## src/rtl/core/linear_key_value_table_macros.svh

```systemverilog
// Assertion macros for the linear key/value table.
`ifndef LINEAR_KEY_VALUE_TABLE_MACROS_SVH
`define LINEAR_KEY_VALUE_TABLE_MACROS_SVH

`ifndef NO_ASSERTIONS

`define LKVT_ASSERT(lbl, prop) \
  lbl: assert property (@(posedge clk_i) disable iff (!rst_ni) prop) \
    else $error("lkvt assertion failed");

`define LKVT_ASSERT_IMPL(lbl, ante, cons) \
  lbl: assert property (@(posedge clk_i) disable iff (!rst_ni) (ante) |-> (cons)) \
    else $error("lkvt implication failed");

`else

`define LKVT_ASSERT(lbl, prop)

`define LKVT_ASSERT_IMPL(lbl, ante, cons)

`endif

`endif

```

## src/rtl/core/lkvt_pkg.sv

```systemverilog
// ----------------------------------------------------------------------------
// lkvt_pkg
// Types and constants shared by the linear key/value table.
// ----------------------------------------------------------------------------
package lkvt_pkg;

  localparam int unsigned ENTRIES   = 1024;
  localparam int unsigned DATA_BITS = 32;
  localparam int unsigned IDX_W     = $clog2(ENTRIES);
  localparam int unsigned KEY_W     = 32;
  localparam int unsigned WORD_W    = 32;
  localparam int unsigned SLOT_W    = 10;

  typedef logic [IDX_W-1:0]     idx_t;
  typedef logic [SLOT_W-1:0]    slot_t;
  typedef logic [KEY_W-1:0]     key_t;
  typedef logic [WORD_W-1:0]    word_t;
  typedef logic [DATA_BITS-1:0] data_t;

  localparam idx_t LAST_IDX = IDX_W'(ENTRIES - 1);

  typedef enum logic [1:0] {
    CMD_INSERT,
    CMD_LOOKUP,
    CMD_REMOVE_KEY,
    CMD_REMOVE_SLOT
  } cmd_e;

  typedef enum logic [1:0] {
    ST_OK,
    ST_NOT_FOUND,
    ST_DUPLICATE,
    ST_FULL
  } status_e;

  typedef enum logic [2:0] {
    S_CLEAR,
    S_IDLE,
    S_SCAN,
    S_PROBE,
    S_CHECK,
    S_WRITE,
    S_RESP
  } state_e;

  typedef struct packed {
    cmd_e  command;
    key_t  key;
    word_t payload;
    slot_t slot_handle;
  } lkvt_in_t;

  typedef struct packed {
    status_e status;
    slot_t   slot;
    word_t   data_out;
  } lkvt_out_t;

  typedef struct packed {
    logic valid;
    key_t key;
  } tag_t;

  typedef struct packed {
    logic  tag_en;
    logic  tag_we;
    logic  data_en;
    logic  data_we;
    idx_t  addr;
    tag_t  tag_wdata;
    data_t data_wdata;
  } mem_req_t;

  function automatic slot_t idx_to_slot(idx_t idx);
    return SLOT_W'(32'(idx));
  endfunction

endpackage

```

## src/rtl/core/lkvt_ctrl.sv

```systemverilog
// ----------------------------------------------------------------------------
// lkvt_ctrl
// Command sequencer: clearing pass, slot scan, probe and write-back.
// ----------------------------------------------------------------------------
module lkvt_ctrl import lkvt_pkg::*; (
  input  logic      clk_i,
  input  logic      rst_ni,
  input  logic      in_valid_i,
  output logic      in_ready_o,
  input  lkvt_in_t  in_i,
  output mem_req_t  mem_req_o,
  input  tag_t      tag_rdata_i,
  input  data_t     data_rdata_i,
  output logic      res_valid_o,
  input  logic      res_ready_i,
  output lkvt_out_t res_o
);

  state_e    state_q, state_d;
  cmd_e      cmd_q, cmd_d;
  key_t      key_q, key_d;
  data_t     pay_q, pay_d;
  slot_t     handle_q, handle_d;
  idx_t      addr_q, addr_d;
  logic      chk_vld_q, chk_vld_d;
  idx_t      chk_idx_q, chk_idx_d;
  logic      free_vld_q, free_vld_d;
  idx_t      free_idx_q, free_idx_d;
  idx_t      wr_idx_q, wr_idx_d;
  logic      wr_set_q, wr_set_d;
  lkvt_out_t res_q, res_d;

  logic hit;
  logic free_now;

  assign hit      = chk_vld_q && tag_rdata_i.valid && (tag_rdata_i.key == key_q);
  assign free_now = chk_vld_q && !tag_rdata_i.valid;

  always_ff @(posedge clk_i or negedge rst_ni) begin
    if (!rst_ni) begin
      state_q    <= S_CLEAR;
      addr_q     <= '0;
      chk_vld_q  <= 1'b0;
      free_vld_q <= 1'b0;
    end else begin
      state_q    <= state_d;
      addr_q     <= addr_d;
      chk_vld_q  <= chk_vld_d;
      free_vld_q <= free_vld_d;
    end
  end

  always_ff @(posedge clk_i) begin
    cmd_q      <= cmd_d;
    key_q      <= key_d;
    pay_q      <= pay_d;
    handle_q   <= handle_d;
    chk_idx_q  <= chk_idx_d;
    free_idx_q <= free_idx_d;
    wr_idx_q   <= wr_idx_d;
    wr_set_q   <= wr_set_d;
    res_q      <= res_d;
  end

  always_comb begin
    state_d     = state_q;
    cmd_d       = cmd_q;
    key_d       = key_q;
    pay_d       = pay_q;
    handle_d    = handle_q;
    addr_d      = addr_q;
    chk_vld_d   = chk_vld_q;
    chk_idx_d   = chk_idx_q;
    free_vld_d  = free_vld_q;
    free_idx_d  = free_idx_q;
    wr_idx_d    = wr_idx_q;
    wr_set_d    = wr_set_q;
    res_d       = res_q;
    mem_req_o   = '0;
    in_ready_o  = 1'b0;
    res_valid_o = 1'b0;

    unique case (state_q)
      S_CLEAR: begin
        mem_req_o.tag_en = 1'b1;
        mem_req_o.tag_we = 1'b1;
        mem_req_o.addr   = addr_q;
        if (addr_q == LAST_IDX) begin
          addr_d  = '0;
          state_d = S_IDLE;
        end else begin
          addr_d = addr_q + 1'b1;
        end
      end
      S_IDLE: begin
        in_ready_o = 1'b1;
        chk_vld_d  = 1'b0;
        free_vld_d = 1'b0;
        if (in_valid_i) begin
          cmd_d    = in_i.command;
          key_d    = in_i.key;
          pay_d    = DATA_BITS'(64'(in_i.payload));
          handle_d = in_i.slot_handle;
          addr_d   = '0;
          if (in_i.command == CMD_REMOVE_SLOT) begin
            if (32'(in_i.slot_handle) < ENTRIES) begin
              wr_idx_d = IDX_W'(32'(in_i.slot_handle));
              state_d  = S_PROBE;
            end else begin
              res_d.status   = ST_NOT_FOUND;
              res_d.slot     = in_i.slot_handle;
              res_d.data_out = '0;
              state_d        = S_RESP;
            end
          end else begin
            state_d = S_SCAN;
          end
        end
      end
      S_PROBE: begin
        mem_req_o.tag_en = 1'b1;
        mem_req_o.addr   = wr_idx_q;
        state_d          = S_CHECK;
      end
      S_CHECK: begin
        res_d.slot     = handle_q;
        res_d.data_out = '0;
        if (tag_rdata_i.valid) begin
          res_d.status = ST_OK;
          wr_set_d     = 1'b0;
          state_d      = S_WRITE;
        end else begin
          res_d.status = ST_NOT_FOUND;
          state_d      = S_RESP;
        end
      end
      S_SCAN: begin
        mem_req_o.tag_en  = 1'b1;
        mem_req_o.data_en = 1'b1;
        mem_req_o.addr    = addr_q;
        chk_vld_d         = 1'b1;
        chk_idx_d         = addr_q;
        if (addr_q != LAST_IDX) begin
          addr_d = addr_q + 1'b1;
        end
        if (hit) begin
          wr_idx_d       = chk_idx_q;
          res_d.slot     = idx_to_slot(chk_idx_q);
          res_d.data_out = '0;
          unique case (cmd_q)
            CMD_INSERT: begin
              res_d.status = ST_DUPLICATE;
              state_d      = S_RESP;
            end
            CMD_LOOKUP: begin
              res_d.status   = ST_OK;
              res_d.data_out = WORD_W'(64'(data_rdata_i));
              state_d        = S_RESP;
            end
            CMD_REMOVE_KEY: begin
              res_d.status = ST_OK;
              wr_set_d     = 1'b0;
              state_d      = S_WRITE;
            end
            CMD_REMOVE_SLOT: begin
              res_d.status = ST_NOT_FOUND;
              state_d      = S_RESP;
            end
          endcase
        end else begin
          if (free_now && !free_vld_q) begin
            free_vld_d = 1'b1;
            free_idx_d = chk_idx_q;
          end
          if (chk_vld_q && (chk_idx_q == LAST_IDX)) begin
            res_d.data_out = '0;
            if ((cmd_q == CMD_INSERT) && (free_vld_q || free_now)) begin
              wr_idx_d     = free_vld_q ? free_idx_q : chk_idx_q;
              wr_set_d     = 1'b1;
              res_d.status = ST_OK;
              res_d.slot   = idx_to_slot(free_vld_q ? free_idx_q : chk_idx_q);
              state_d      = S_WRITE;
            end else begin
              res_d.status = (cmd_q == CMD_INSERT) ? ST_FULL : ST_NOT_FOUND;
              res_d.slot   = '0;
              state_d      = S_RESP;
            end
          end
        end
      end
      S_WRITE: begin
        mem_req_o.tag_en     = 1'b1;
        mem_req_o.tag_we     = 1'b1;
        mem_req_o.data_en    = wr_set_q;
        mem_req_o.data_we    = wr_set_q;
        mem_req_o.addr       = wr_idx_q;
        mem_req_o.tag_wdata  = '{valid: wr_set_q, key: key_q};
        mem_req_o.data_wdata = pay_q;
        state_d              = S_RESP;
      end
      S_RESP: begin
        res_valid_o = 1'b1;
        if (res_ready_i) begin
          state_d = S_IDLE;
        end
      end
      default: begin
        state_d = S_IDLE;
      end
    endcase
  end

  assign res_o = res_q;

endmodule

```

## config.mk

```make
export PLATFORM = sky130hd
export DESIGN_NAME = lkvt_ctrl
export DESIGN_NICKNAME = d
export VERILOG_FILES = /design/src/rtl/core/linear_key_value_table_macros.svh /design/src/rtl/core/lkvt_pkg.sv /design/src/rtl/core/lkvt_ctrl.sv
export SDC_FILE = /design/constraint.sdc
export NUM_CORES = 1
export LEC_CHECK = 0
export BUFFER_PORTS_ARGS = -buffer_cell sky130_fd_sc_hd__buf_2
export CAP_MARGIN = 40
export CELL_PAD_IN_SITES_DETAIL_PLACEMENT = 1
export CELL_PAD_IN_SITES_GLOBAL_PLACEMENT = 1
export CORE_ASPECT_RATIO = 1.5
export CORE_MARGIN = 10
export CORE_UTILIZATION = 33
export CTS_CLUSTER_SIZE = 12
export DETAILED_ROUTE_END_ITERATION = 8
export PLACE_DENSITY = 0.74
export SETUP_SLACK_MARGIN = 0.5
export SYNTH_ARGS = -nofsm -noshare
export SYNTH_HDL_FRONTEND = slang
export SYNTH_SLANG_ARGS = --single-unit
```

## constraint.sdc

```tcl
create_clock -name clk_i -period 3.47 [get_ports clk_i]
set_input_delay 0 -clock clk_i [delete_from_list [all_inputs] [get_ports clk_i]]
set_output_delay 0 -clock clk_i [all_outputs]
set_load 0.005 [all_outputs]
```

==> out/summary.txt <==
Least-Margin Pin Slew: 0.745 ns
Final Hold Viols: 0
Wirelength per Cell: 20.8 um
EDFF count, synth: 151
Final worst-path cycle share: 0.781
VDD IR max: 0.313 mV
Row count: 66
Critical path class: register to register
Number of I/O pins: 270
Ys flop type: edfxtp_1
Endpoints failing setup: 0
Dpl hpwl: 17400 um
Worst EP required: 3.54 ns
Vias in the first global route: 6821
Via count: 5903
Leak: 4.51 nW
Post-Syn Instances: 550
Outcome: finished, final reports clean
Port Buf Inserts: 269
Ys Warns: 0
Final min period: 2.71 ns
Post-synth top cells: edfxtp_1, and3_1, nand2_1
Critical path's slowest cell: or3_1
Final RePlAce weighted congestion: 0.817
Drt first pass iters: 4
Die Y-Extent: 201 um
Detail-routed via count per cell: 4.85
Count leader, synth: edfxtp_1
Max-cap viol count: 0
CP cell instances: xor2_1 -> nor4_2 -> nand4_1 -> or3_1 -> a21oi_1 -> o21a_2 -> buf_4
Critical path's top delay family: simple AND/OR/NAND/NOR gates
P per Cell Area: 399 nW/um^2
Fin. max-slew vios: 0
Design Area, Final: 10600 um^2
Yosys reg bits: 166
Die width: 141 um
Largest net degree at the start of global routing: 54
Residual DRC: 0
Initial antenna violation count: 1
Area grow syn2layout: 46.5%
Layout cell share with drive strength beyond 1: 0.341
Syn avg cell area: 13.1 um^2
Initial Util: 0.333
Sequential area share after synthesis: 0.681
Relative slew margins: 0.500
Post-synth top area cell: edfxtp_1
Grt total ovfl: 0
WP buf/inv: 1
Iter 0 DRT Violations: 202
Cell Area, Synth: 7210 um^2
Synth top area cells: edfxtp_1, and3_1, dfrtp_1
Gr usage total: 0.176
Routed Antenna Nets: 0
Setup TNS: 0 ns
Netlist cell types: 42
Maximum buffer depth of the clock tree: 2
RSZ-0062 raised after global routing: no
Total Routed Length: 25300 um
Slowest stage delay, CP: 0.50 ns
Worst Setup Start Kind: register
Final core occ: 0.488
Top cell type's share of synthesized area: 0.629
Core Area: 21600 um^2
Clk slew on worst S/H paths: 0.07 ns
Clock root buffer master: clkbuf_16
First-pass GRT wire length: 38900 um
Hold WC Path Type: input pin to async pin
Syn_nets: 696
Final nets: 1076
DP Area: 8880 um^2
Nature of the critical path endpoint: register
Total design power: 4.22 mW
TritonCTS Sinks: 166
Num CTS Buffers: 17
Clock Latency Late Sink: 0.43 ns
CTS tree: built
Die area: 28300 um^2
WP data arrival: 2.78 ns
Clock skew: 0.00993 ns
H-tree depth: 4
Max Freq: 369 MHz
Async SR Flop Fraction: 0.0904
CP Max Fanout: 44
==> layer usage <==
metal  up-vias  routed length, um  track usage
met5         -                  0            0
met4         0                639       0.0651
met3        38               1700       0.0613
met2       181              13900        0.330
met1      2888               9040        0.170
li1       2796                  -            -
==> cell families after synthesis <==
group                    count (synthesis)  share of synthesized area
AND/OR/NAND/NOR                        217                      0.168
flip-flops                             166                      0.681
AO/OA/AOI/OAI                           67                     0.0591
buffers and inverters                   50                     0.0288
XOR/XNOR                                37                     0.0449
multiplexers                            12                     0.0167
adder cells (fa/ha/maj)                  1                    0.00173
==> worst paths after layout <==
check,start,end,slack [ns],cells after the start
setup / recovery,key_q[29],res_o[23],0.76,7
hold / removal,rst_ni,addr_q[5],0.04,2
setup reg to reg,key_q[29],res_o[23],0.76,7
hold reg to reg,chk_idx_q[4],free_idx_q[4],0.48,0
max in group asynchronous,rst_ni,state_q[2],3.12,2
min in group clk_i,in_i[49],key_q[7],0.28,2
==> stage by stage <==
step	hold WS [ns]	std cells	worst slack (ns)
after floorplan	-0.296	550	0.884
after global placement	-0.0492	1069	0.820
after detailed placement	-0.0570	1071	0.722
after CTS	0.0404	1215	0.713
after global routing	0.0561	1216	0.524
final	0.0372	1216	0.760
==> flip-flops by register name (all words and copies together), names as in the netlist <==
name	count
free_vld_q	1
free_idx_q	10
state_q	3
addr_q	10
wr_set_q	1
key_q	32
pay_q	32
chk_vld_q	1
res_o	44
handle_q	10
wr_idx_q	10
chk_idx_q	10
cmd_q	2
==> where the power goes <==
| group | switching [mW] | internal [mW] |
|---|---|---|
| combinational | 0.0763 | 0.152 |
| clock | 0.829 | 0.994 |
| sequential | 0 | 2.17 |
| total | 0.905 | 3.31 |
==> final cells by class <==
| cell class | instances | area [um^2] |
|---|---|---|
| fill | 2358 | 11100 |
| sequential | 166 | 4910 |
| timing repair buffer | 393 | 2570 |
| multi-input combinational | 334 | 2120 |
| clock buffer | 18 | 429 |
| tap | 272 | 340 |
| clock inverter | 14 | 125 |
| inverter | 18 | 71.3 |
| antenna | 1 | 2.50 |
==> layout by cell type, fill, tap and decap left out, drive strengths merged, types with 2 or more instances in the layout <==
cell type and instances:
nor3 7, a21oi 8, buf 281, xor2 32
xnor2 5, dfrtp 15, nand2b 2, nand4 7
dlygate4sd3 112, and2 32, o31ai 3, or3 8
o21a 2, edfxtp 151, nand2 50, clkbuf 18
mux2i 12, nor2b 5, inv 21, clkinv 6
o32ai 10, o21ai 31, or2 2, o22ai 3
clkinvlp 4, o41ai 2, a21o 2, and3 66
nor2 16, o311ai 2, nand3 5, nor4 14
==> repair_timing <==
action / in CTS / in global routing
endpoints found under the setup margin: 0 / 12
resized for setup: 0 / 1
endpoints found under the hold margin: 137 / 0
buffers inserted: 0 / 0
hold buffers: 112 / 0
Power figures use the tool's default switching activity.
